## config.mk

```make
export PLATFORM = sky130hd
export DESIGN_NAME = logo_block_scatter_position_top
export DESIGN_NICKNAME = d
export VERILOG_FILES = /design/src/rtl/core/lbsp_pkg.sv /design/src/rtl/core/logo_block_scatter_position_top.sv
export SDC_FILE = /design/constraint.sdc
export NUM_CORES = 2
export LEC_CHECK = 0
export BUFFER_PORTS_ARGS = -buffer_cell sky130_fd_sc_hd__buf_4
export CAP_MARGIN = 20
export CELL_PAD_IN_SITES_DETAIL_PLACEMENT = 1
export CELL_PAD_IN_SITES_GLOBAL_PLACEMENT = 2
export CORE_MARGIN = 2
export CORE_UTILIZATION = 48
export DETAILED_ROUTE_END_ITERATION = 8
export PLACE_DENSITY = 0.93
export SLEW_MARGIN = 25
export SYNTH_ARGS = -nofsm -noshare
export SYNTH_HDL_FRONTEND = slang
export SYNTH_SLANG_ARGS = --single-unit
```

## constraint.sdc

```tcl
create_clock -name i_clk -period 26.4 [get_ports i_clk]
set_input_delay 5.28 -clock i_clk [delete_from_list [all_inputs] [get_ports i_clk]]
set_output_delay 5.28 -clock i_clk [all_outputs]
set_load 0.02 [all_outputs]
```

## src/rtl/core/lbsp_pkg.sv

```systemverilog
// ============================================================================
// lbsp_pkg: shared constants for the logo block scatter position pipeline
// Holds the grid, velocity, geometry and mixer constants, the derived widths and the stream widths.
// ============================================================================
package lbsp_pkg;

    // Grid and motion parameters.
    localparam int unsigned GRID_COLUMNS   = 31;
    localparam int unsigned VELOCITY_RANGE = 204800;

    // Geometry of the logo on screen and in the source image.
    localparam int unsigned ORIGIN_X = 107;
    localparam int unsigned ORIGIN_Y = 76;
    localparam int unsigned STEP_X   = 6;
    localparam int unsigned STEP_Y   = 2;

    // Hash constants.
    localparam logic [31:0] SEED_RESET = 32'h4443_5331;
    localparam logic [31:0] KEY_OFFSET = 32'h0001_0000;
    localparam logic [31:0] KEY_MULT   = 32'h9E37_79B9;
    localparam logic [31:0] MIX_MULT1  = 32'h7FEB_352D;
    localparam logic [31:0] MIX_MULT2  = 32'h846C_A68B;

    // Derived widths.
    localparam int unsigned SPAN   = 2 * VELOCITY_RANGE + 1;
    localparam int unsigned SPAN_W = $clog2(SPAN + 1);
    localparam int unsigned V_W    = $clog2(VELOCITY_RANGE + 1) + 1;
    localparam int unsigned A_W    = (V_W > 8) ? V_W - 6 : 2;
    localparam int unsigned NV_W   = V_W + 17;
    localparam int unsigned AT_W   = A_W + 33;
    localparam int unsigned POS_W  = A_W + 35;
    localparam int unsigned IDX_W  = $clog2(63 * GRID_COLUMNS + 32);

    // Pipeline depth and stream widths.
    localparam int unsigned NUM_STAGES = 7;
    localparam int unsigned S_TDATA_W  = 32;
    localparam int unsigned M_TDATA_W  = 40;

    typedef logic signed [V_W-1:0]   t_velocity;
    typedef logic signed [A_W-1:0]   t_accel;
    typedef logic signed [POS_W-1:0] t_position;

endpackage

```

## src/rtl/core/logo_block_scatter_position_top.sv

```systemverilog
// ============================================================================
// logo_block_scatter_position_top: scatter effect position of one logo block
// Hashes seed and block index into a velocity and evaluates the closed-form
// position after a number of frame ticks, floored and saturated to a pixel.
// ============================================================================
// Usage:
//   The slave stream takes one transaction per block: column, row and frame
//   tick. The master stream returns one transaction per input in order:
//   destination x and y and source x and y of that block.
//   The configuration channel writes the effect seed; it is always ready and
//   should be written only while no transaction is in flight.
//   An accepted input reaches the master side through seven register stages
//   (index hash multiply, two mixer multiplies, velocity scaling, n*v,
//   a*n*(n+1)/2, final sum and clamp).
//   Throughput is one transaction per cycle while the receiver accepts results.
//   When the receiver stalls, the result holds in the output register while
//   the stages behind it keep filling empty slots; s_axis_tready drops only
//   once all seven stages hold data.
//   Reset clears all stage valid bits and loads the default seed.
// ============================================================================
module logo_block_scatter_position_top (
    input  logic                             i_clk,
    input  logic                             i_rst_n,
    // Configuration: effect seed.
    input  logic                             i_cfg_valid,
    output logic                             o_cfg_ready,
    input  logic [31:0]                      i_cfg_data,
    // Fields from bit 0 up: block_column[4:0], block_row[10:5],
    // frame_tick[26:11], zero fill.
    input  logic                             s_axis_tvalid,
    output logic                             s_axis_tready,
    input  logic [lbsp_pkg::S_TDATA_W-1:0]   s_axis_tdata,
    // Fields from bit 0 up: dest_x[15:0], dest_y[23:16], source_x[31:24],
    // source_y[38:32], zero fill.
    output logic                             m_axis_tvalid,
    input  logic                             m_axis_tready,
    output logic [lbsp_pkg::M_TDATA_W-1:0]   m_axis_tdata
);

    localparam int unsigned NS = lbsp_pkg::NUM_STAGES;

    // ------------------------------------------------------------------
    // Control: valid bits and per-stage advance chain.
    // ------------------------------------------------------------------
    logic [31:0]   r_seed;
    logic [NS-1:0] r_vld;
    logic [NS-1:0] n_vld;
    logic [NS-1:0] w_adv;

    always_comb begin
        w_adv[NS-1] = ~r_vld[NS-1] | m_axis_tready;
        for (int k = NS - 2; k >= 0; k--) begin
            w_adv[k] = ~r_vld[k] | w_adv[k+1];
        end
    end

    assign n_vld = {r_vld[NS-2:0], s_axis_tvalid};

    always_ff @(posedge i_clk) begin
        if (!i_rst_n) begin
            r_vld  <= '0;
            r_seed <= lbsp_pkg::SEED_RESET;
        end else begin
            r_vld <= (w_adv & n_vld) | (~w_adv & r_vld);
            if (i_cfg_valid) begin
                r_seed <= i_cfg_data;
            end
        end
    end

    assign o_cfg_ready   = 1'b1;
    assign s_axis_tready = w_adv[0];
    assign m_axis_tvalid = r_vld[NS-1];

    // ------------------------------------------------------------------
    // Stage 0: block index, key multiply, seed mix and n*(n+1)/2.
    // ------------------------------------------------------------------
    logic [4:0]                  n_col;
    logic [5:0]                  n_row;
    logic [15:0]                 n_n;
    logic [lbsp_pkg::IDX_W-1:0]  n_index;
    logic [31:0]                 n_key;
    logic [31:0]                 n0_h;
    logic [16:0]                 n_n1;
    logic [32:0]                 n_tri2;

    assign n_col   = s_axis_tdata[4:0];
    assign n_row   = s_axis_tdata[10:5];
    assign n_n     = s_axis_tdata[26:11];
    assign n_index = lbsp_pkg::IDX_W'(n_row) * lbsp_pkg::IDX_W'(lbsp_pkg::GRID_COLUMNS)
                   + lbsp_pkg::IDX_W'(n_col);
    assign n_key   = lbsp_pkg::KEY_OFFSET + 32'(n_index);
    assign n0_h    = r_seed ^ 32'(n_key * lbsp_pkg::KEY_MULT);
    assign n_n1    = {1'b0, n_n} + 17'd1;
    assign n_tri2  = 33'(n_n) * 33'(n_n1);

    logic [31:0] r0_h, r0_tri;
    logic [4:0]  r0_col;
    logic [5:0]  r0_row;
    logic [15:0] r0_n;

    always_ff @(posedge i_clk) begin
        if (w_adv[0]) begin
            r0_h   <= n0_h;
            r0_tri <= n_tri2[32:1];
            r0_col <= n_col;
            r0_row <= n_row;
            r0_n   <= n_n;
        end
    end

    // ------------------------------------------------------------------
    // Stages 1 and 2: xorshift-multiply mixer rounds.
    // ------------------------------------------------------------------
    logic [31:0] n1_x, n2_x;
    logic [31:0] r1_m, r1_tri;
    logic [4:0]  r1_col;
    logic [5:0]  r1_row;
    logic [15:0] r1_n;
    logic [31:0] r2_m, r2_tri;
    logic [4:0]  r2_col;
    logic [5:0]  r2_row;
    logic [15:0] r2_n;

    assign n1_x = r0_h ^ (r0_h >> 16);
    assign n2_x = r1_m ^ (r1_m >> 15);

    always_ff @(posedge i_clk) begin
        if (w_adv[1]) begin
            r1_m   <= 32'(n1_x * lbsp_pkg::MIX_MULT1);
            r1_tri <= r0_tri;
            r1_col <= r0_col;
            r1_row <= r0_row;
            r1_n   <= r0_n;
        end
        if (w_adv[2]) begin
            r2_m   <= 32'(n2_x * lbsp_pkg::MIX_MULT2);
            r2_tri <= r1_tri;
            r2_col <= r1_col;
            r2_row <= r1_row;
            r2_n   <= r1_n;
        end
    end

    // ------------------------------------------------------------------
    // Stage 3: scale the hash to a signed velocity.
    // ------------------------------------------------------------------
    localparam int unsigned SC_W = 32 + lbsp_pkg::SPAN_W;

    logic [31:0]                    n3_r;
    logic [SC_W-1:0]                n3_prod;
    logic [lbsp_pkg::SPAN_W-1:0]    n3_scaled;
    lbsp_pkg::t_velocity            n3_v;

    assign n3_r      = r2_m ^ (r2_m >> 16);
    assign n3_prod   = SC_W'(n3_r) * SC_W'(lbsp_pkg::SPAN);
    assign n3_scaled = n3_prod[32 +: lbsp_pkg::SPAN_W];
    assign n3_v      = $signed(lbsp_pkg::V_W'(n3_scaled)
                     - lbsp_pkg::V_W'(lbsp_pkg::VELOCITY_RANGE));

    lbsp_pkg::t_velocity r3_v;
    logic [31:0]         r3_tri;
    logic [4:0]          r3_col;
    logic [5:0]          r3_row;
    logic [15:0]         r3_n;

    always_ff @(posedge i_clk) begin
        if (w_adv[3]) begin
            r3_v   <= n3_v;
            r3_tri <= r2_tri;
            r3_col <= r2_col;
            r3_row <= r2_row;
            r3_n   <= r2_n;
        end
    end

    // ------------------------------------------------------------------
    // Stage 4: n*v and the acceleration a = -floor(v / 128).
    // ------------------------------------------------------------------
    logic signed [16:0]                 n4_ns;
    logic signed [lbsp_pkg::NV_W-1:0]   n4_nv;
    lbsp_pkg::t_velocity                n4_sh;
    lbsp_pkg::t_velocity                n4_neg;

    assign n4_ns  = $signed({1'b0, r3_n});
    assign n4_nv  = lbsp_pkg::NV_W'(n4_ns) * lbsp_pkg::NV_W'(r3_v);
    assign n4_sh  = r3_v >>> 7;
    assign n4_neg = -n4_sh;

    logic signed [lbsp_pkg::NV_W-1:0] r4_nv;
    lbsp_pkg::t_accel                 r4_a;
    logic [31:0]                      r4_tri;
    logic [4:0]                       r4_col;
    logic [5:0]                       r4_row;

    always_ff @(posedge i_clk) begin
        if (w_adv[4]) begin
            r4_nv  <= n4_nv;
            r4_a   <= $signed(n4_neg[lbsp_pkg::A_W-1:0]);
            r4_tri <= r3_tri;
            r4_col <= r3_col;
            r4_row <= r3_row;
        end
    end

    // ------------------------------------------------------------------
    // Stage 5: a*n*(n+1)/2 and the start position plus n*v.
    // ------------------------------------------------------------------
    logic signed [32:0]                 n5_tri;
    logic signed [lbsp_pkg::AT_W-1:0]   n5_at;
    logic [9:0]                         n5_x0px;
    lbsp_pkg::t_position                n5_x0;

    assign n5_tri  = $signed({1'b0, r4_tri});
    assign n5_at   = lbsp_pkg::AT_W'(r4_a) * lbsp_pkg::AT_W'(n5_tri);
    assign n5_x0px = 10'(lbsp_pkg::ORIGIN_X) + 10'(r4_col) * 10'(lbsp_pkg::STEP_X);
    assign n5_x0   = $signed(lbsp_pkg::POS_W'({n5_x0px, 16'h0000}));

    logic signed [lbsp_pkg::AT_W-1:0] r5_at;
    lbsp_pkg::t_position              r5_base;
    logic [4:0]                       r5_col;
    logic [5:0]                       r5_row;

    always_ff @(posedge i_clk) begin
        if (w_adv[5]) begin
            r5_at   <= n5_at;
            r5_base <= n5_x0 + lbsp_pkg::POS_W'(r4_nv);
            r5_col  <= r4_col;
            r5_row  <= r4_row;
        end
    end

    // ------------------------------------------------------------------
    // Stage 6: final sum, floor to a pixel, clamp, and the output register.
    // ------------------------------------------------------------------
    lbsp_pkg::t_position            n6_pos;
    logic [lbsp_pkg::POS_W-32:0]    n6_upper;
    logic                           n6_fits;
    logic [15:0]                    n6_dest_x;

    assign n6_pos   = r5_base + lbsp_pkg::POS_W'(r5_at);
    // The floored pixel fits 16 bits when bit 31 and all above agree.
    assign n6_upper = n6_pos[lbsp_pkg::POS_W-1:31];
    assign n6_fits  = (&n6_upper) | ~(|n6_upper);

    always_comb begin
        if (n6_fits) begin
            n6_dest_x = n6_pos[31:16];
        end else if (n6_pos[lbsp_pkg::POS_W-1]) begin
            n6_dest_x = 16'h8000;
        end else begin
            n6_dest_x = 16'h7FFF;
        end
    end

    logic [15:0] r6_dest_x;
    logic [7:0]  r6_dest_y;
    logic [7:0]  r6_source_x;
    logic [6:0]  r6_source_y;

    always_ff @(posedge i_clk) begin
        if (w_adv[6]) begin
            r6_dest_x   <= n6_dest_x;
            r6_dest_y   <= 8'(lbsp_pkg::ORIGIN_Y) + 8'(r5_row) * 8'(lbsp_pkg::STEP_Y);
            r6_source_x <= 8'(r5_col) * 8'(lbsp_pkg::STEP_X);
            r6_source_y <= 7'(r5_row) * 7'(lbsp_pkg::STEP_Y);
        end
    end

    assign m_axis_tdata = {1'b0, r6_source_y, r6_source_x, r6_dest_y, r6_dest_x};

    // ------------------------------------------------------------------
    // Assertions.
    // ------------------------------------------------------------------

    // Every accepted transaction occupies exactly one stage until delivered.
    a_occupancy: assert property (@(posedge i_clk) disable iff (!i_rst_n)
        $past(i_rst_n) |->
        ($countones(r_vld) + int'($past(m_axis_tvalid && m_axis_tready))
         == $past($countones(r_vld)) + int'($past(s_axis_tvalid && s_axis_tready))))
        else $error("pipeline occupancy does not match accepted and delivered transactions");

    // A blocked first stage keeps its item.
    a_stage0_hold: assert property (@(posedge i_clk) disable iff (!i_rst_n)
        (r_vld[0] && !w_adv[0]) |=> (r_vld[0] && $stable(r0_h) && $stable(r0_n)))
        else $error("first stage changed while blocked");

    // With the output register empty, the input side must be open.
    a_ready_open: assert property (@(posedge i_clk) disable iff (!i_rst_n)
        !r_vld[NS-1] |-> s_axis_tready)
        else $error("input blocked although the output register is empty");

endmodule
```

==> Implementation_results.wiki <==
{| class="wikitable"
! Metric !! Value
|-
| Antenna Diode Count || 0
|-
| Final worst slack || between 10 and 15 ns
|-
| Period utilization || 0.552
|-
| Worst EP required || 26.83 ns
|-
| #FFs+latches synth || a little over 600
|-
| Area of the die || 0.180 mm^2
|-
| Maximum root-to-sink buffer count || 3
|-
| Max-cap viol count || 0
|-
| Highest cell delay on the worst timing path || a little over 0.7 ns
|-
| GRT Total Usage || 0.256
|-
| CTS HTree Levels || 3
|-
| Number of global-route vias before repair || ~66000
|-
| Maximum clock skew at final layout || 0.0686 ns
|-
| Clock tree from TritonCTS || yes
|-
| Top cells by count, synth || 1951 x sky130_fd_sc_hd__inv_1, 1368 x sky130_fd_sc_hd__fa_1, 1117 x sky130_fd_sc_hd__ha_1
|-
| Number of rows in the core area || between 150 and 200
|-
| Cell taking the most area after synthesis || sky130_fd_sc_hd__fa_1
|-
| Final core occ || 0.515
|-
| Count of pins on the block boundary || between 100 and 150
|-
| FF/Latch Area || 0.0180 mm^2
|-
| Number of nets with antenna violations after routing || 0
|-
| Number of buffers inserted by hold repair at cts || 0
|-
| Number of buffers created by CTS || 70
|-
| Total Neg Setup Slack || 0 ns
|-
| Family with the most delay on the worst path || adder cells
|-
| Unrepaired setup endpoints after global routing || false
|-
| Setup crit end kind || register
|-
| Routability congestion estimate from global placement || 0.881
|-
| Number of hold-slack violations in the final timing report || 0
|-
| Number of inserted filler cells in the final layout || approximately 19000
|-
| CTS clock-pin slew for the worst setup and hold paths || about 0.070 ns
|-
| Width of the die || approximately 420 um
|-
| Crit path buffers/inverters || 11
|-
| Status || completed
|-
| Starting utilization of the core area || 0.482
|-
| Achievable frequency || between 60 and 70 MHz
|-
| Skew-Pair Late Insertion Delay || just over 0.7 ns
|-
| Number of post-CTS setup repair buffers || 0
|-
| Most repeated cell in the gate-level netlist after synthesis || sky130_fd_sc_hd__inv_1
|-
| Global-route wire length before repair || roughly 360000 um
|-
| RR Startpoint || r1_m[23]$_DFFE_PN_
|-
| Global route overflow || 0
|-
| Post-CTS Resized || 0
|-
| Total number of cells along the worst setup path || 37
|-
| Share of flip-flops with an asynchronous set or reset || 0
|-
| Most used DFF post-synth || sky130_fd_sc_hd__edfxtp_1
|-
| DRC || 0
|-
| Data arrival time of the critical path || 15.02 ns
|-
| Min-delay worst type || register to register
|-
| Yosys warning count || 0
|-
| First-pass DRT Iterations || 5
|-
| Post-synth top area share || 0.324
|-
| Count of final max-slew check failures || 0
|-
| Endpoint of the worst-slack reg-to-reg timing path || r2_m[30]$_DFFE_PP_
|-
| Multi-input combinational cell area || approximately 0.059 mm^2
|-
| Avg WL per Cell || 21.4 um
|-
| Smallest hold slack || between 0.3 and 0.4 ns
|-
| Timing endpoint of the critical path || r0_h[31]$_DFFE_PN_
|-
| Number of vias per cell || approximately 5.3
|-
| Root cell of the clock tree || sky130_fd_sc_hd__clkbuf_16
|-
| CP startpoint kind || input pin
|-
| Total wire length || between 200000 and 250000 um
|-
| Tightest Pin Transition || 1.15 ns
|-
| Category of the most critical setup path || input pin to register
|-
| Nets || 10600
|-
| Top area cells in the synthesized netlist || sky130_fd_sc_hd__fa_1 32%, sky130_fd_sc_hd__edfxtp_1 20%, sky130_fd_sc_hd__ha_1 17%
|-
| Cells after Synth || ~8000
|-
| Height of the chip || roughly 420 um
|-
| Ratio of cells with drive above 1 in the final layout || 0.0424
|-
| Half-perimeter wire length after placement || ~180000 um
|-
| Number of distinct library cell variants in the gate-level netlist after synthesis || 94
|-
| Number of design-rule violations left by the first detailed-router iteration || between 2000 and 3000
|-
| Via count || ~56000
|-
| Largest net degree at the start of global routing || 80
|-
| IO Port Bufs || between 100 and 150
|-
| EDFF count, synth || between 500 and 600
|-
| Final setup vio count || 0
|-
| Reg-to-reg slack, setup || around 18 ns
|-
| Register-to-Register Path Depth || 22
|-
| Std-Cell Core Area || around 0.18 mm^2
|-
| Final critical-path required period || between 10 and 15 ns
|-
| Layout overhead on the synthesized area || 6.83%
|-
| Dpl ws || roughly 11 ns
|-
| Num Clock Sinks || around 600
|-
| Synthesized area divided by synthesized cell count || 10.6 um^2
|-
| Largest fanout on the critical path || 4
|-
| Post-synthesis sequential area ratio || 0.212
|-
| Total standard cell area after synthesis || 0.0846 mm^2
|-
| Most frequent cell on the critical path || sky130_fd_sc_hd__inv_1
|-
| Max-slew headroom at the worst pin || 0.231
|-
| Crit path launch || s_axis_tdata[8]
|-
| Number of antenna violations at the first check in global routing || 8
|-
| Slowest stage cell, crit path || sky130_fd_sc_hd__a2111oi_0
|}
[per-stage QoR]
stage | std cells | instance area (um^2)
6_report | 10400 | 90300
5_1_grt | 10400 | 90300
4_1_cts | 10400 | 90300
3_5_place_dp | 10300 | 87900
3_3_place_gp | 10300 | 87800
2_1_floorplan | 7995 | 84600
[cell families (layout without fill, tap and decap cells)]
group | Yosys count | count (layout) | share of synthesized area
AOI/OAI and AO/OA | 688 | 688 | 0.0553
DFF | 611 | 611 | 0.212
xor gates and xnor gates | 425 | 425 | 0.0442
and+or+nand+nor | 1590 | 1590 | 0.0974
muxes | 42 | 42 | 0.00502
adders and majority gates | 2485 | 2485 | 0.489
other | 2 | 5 | 0.0000888
buffers and inverters | 2149 | 2235 | 0.0965
[worst reg2reg max path, stage by stage, from the launching register on]
cell and delay, ns:
sky130_fd_sc_hd__edfxtp_1 0.66, sky130_fd_sc_hd__xor2_1 0.90, sky130_fd_sc_hd__ha_1 0.44, sky130_fd_sc_hd__ha_1 0.19
sky130_fd_sc_hd__inv_1 0.07, sky130_fd_sc_hd__fa_1 0.55, sky130_fd_sc_hd__inv_1 0.05, sky130_fd_sc_hd__fa_1 0.48
sky130_fd_sc_hd__fa_1 0.53, sky130_fd_sc_hd__inv_1 0.06, sky130_fd_sc_hd__fa_1 0.57, sky130_fd_sc_hd__fa_1 0.43
sky130_fd_sc_hd__fa_1 0.50, sky130_fd_sc_hd__inv_1 0.05, sky130_fd_sc_hd__ha_1 0.35, sky130_fd_sc_hd__a21o_1 0.21
sky130_fd_sc_hd__a21oi_1 0.31, sky130_fd_sc_hd__and4_1 0.28, sky130_fd_sc_hd__o31ai_1 0.20, sky130_fd_sc_hd__o41ai_1 0.69
sky130_fd_sc_hd__o2111ai_1 0.24, sky130_fd_sc_hd__a21oi_1 0.22, sky130_fd_sc_hd__xnor2_1 0.10
[metal layers]
metal / up-vias / wire length, um / GRT usage
met5: - / 65 / 0
met4: 12 / 8270 / 0.0897
met3: 466 / 8520 / 0.0313
met2: 1139 / 117000 / 0.472
met1: 29100 / 89200 / 0.306
li1: 25000 / - / -
[layout by cell type (no fill, tap or decap), types with 10 or more instances in the layout]
master / instances
sky130_fd_sc_hd__clkinv_2: 10
sky130_fd_sc_hd__edfxtp_1: 572
sky130_fd_sc_hd__a21o_1: 106
sky130_fd_sc_hd__and3_1: 42
sky130_fd_sc_hd__nor2_1: 141
sky130_fd_sc_hd__nand2b_1: 233
sky130_fd_sc_hd__o211ai_1: 18
sky130_fd_sc_hd__ha_1: 1117
sky130_fd_sc_hd__dfxtp_1: 39
sky130_fd_sc_hd__and2_1: 319
sky130_fd_sc_hd__nor3_1: 57
sky130_fd_sc_hd__or3_1: 23
sky130_fd_sc_hd__fa_1: 1368
sky130_fd_sc_hd__o21ai_0: 88
sky130_fd_sc_hd__o2111ai_1: 10
sky130_fd_sc_hd__clkinvlp_4: 11
sky130_fd_sc_hd__o311ai_0: 11
sky130_fd_sc_hd__nand2_1: 512
sky130_fd_sc_hd__xnor2_1: 275
sky130_fd_sc_hd__nor2b_1: 119
sky130_fd_sc_hd__a31oi_1: 27
sky130_fd_sc_hd__a211oi_1: 19
sky130_fd_sc_hd__nand4_1: 19
sky130_fd_sc_hd__inv_1: 1947
sky130_fd_sc_hd__buf_4: 151
sky130_fd_sc_hd__a21boi_0: 10
sky130_fd_sc_hd__clkbuf_16: 70
sky130_fd_sc_hd__o21a_1: 31
sky130_fd_sc_hd__or2_2: 20
sky130_fd_sc_hd__o21bai_1: 48
sky130_fd_sc_hd__a21oi_1: 205
sky130_fd_sc_hd__nand3_1: 61
sky130_fd_sc_hd__mux2i_1: 39
sky130_fd_sc_hd__xor2_1: 144
[flip-flops by register name (all words and copies together), names as in the netlist, 7 cells and up, named ones only]
register	flops
r3_n	16
r2_tri	32
r_seed	32
r4_tri	32
r3_tri	32
r2_m	32
r4_nv	36
r4_a	13
r0_h	32
r0_n	16
r6_source_x	7
r5_base	37
r6_dest_x	16
r3_v	19
r1_m	32
r1_n	16
r2_n	16
r1_tri	32
r0_tri	32
r5_at	46
[how the worst min path moves through the flow]
stage               cells past startpoint                start             endpoint
detailed placement                      0  r0_tri[9]$_DFFE_PN_  r1_tri[9]$_DFFE_PN_
CTS                                     0   r0_n[10]$_DFFE_PN_   r1_n[10]$_DFFE_PN_
finish                                  0    r0_n[2]$_DFFE_PN_    r1_n[2]$_DFFE_PN_
floorplan                               0  r0_col[0]$_DFFE_PN_  r1_col[0]$_DFFE_PN_
global placement                        0  r1_row[3]$_DFFE_PN_  r2_row[3]$_DFFE_PP_
global route                            0   r0_n[10]$_DFFE_PN_   r1_n[10]$_DFFE_PN_
[final cells by class]
class                      count  area share
clock buffer                  81      0.0202
clock inverter                48     0.00650
inverter                    1952      0.0812
multi-input combinational   5235       0.648
sequential                   611       0.199
tap                         2340      0.0324
timing repair buffer         154      0.0131
Power is left out: the tool's default activity adds up to more than one toggle a clock period on the data nets, which glitch-free logic cannot reach.
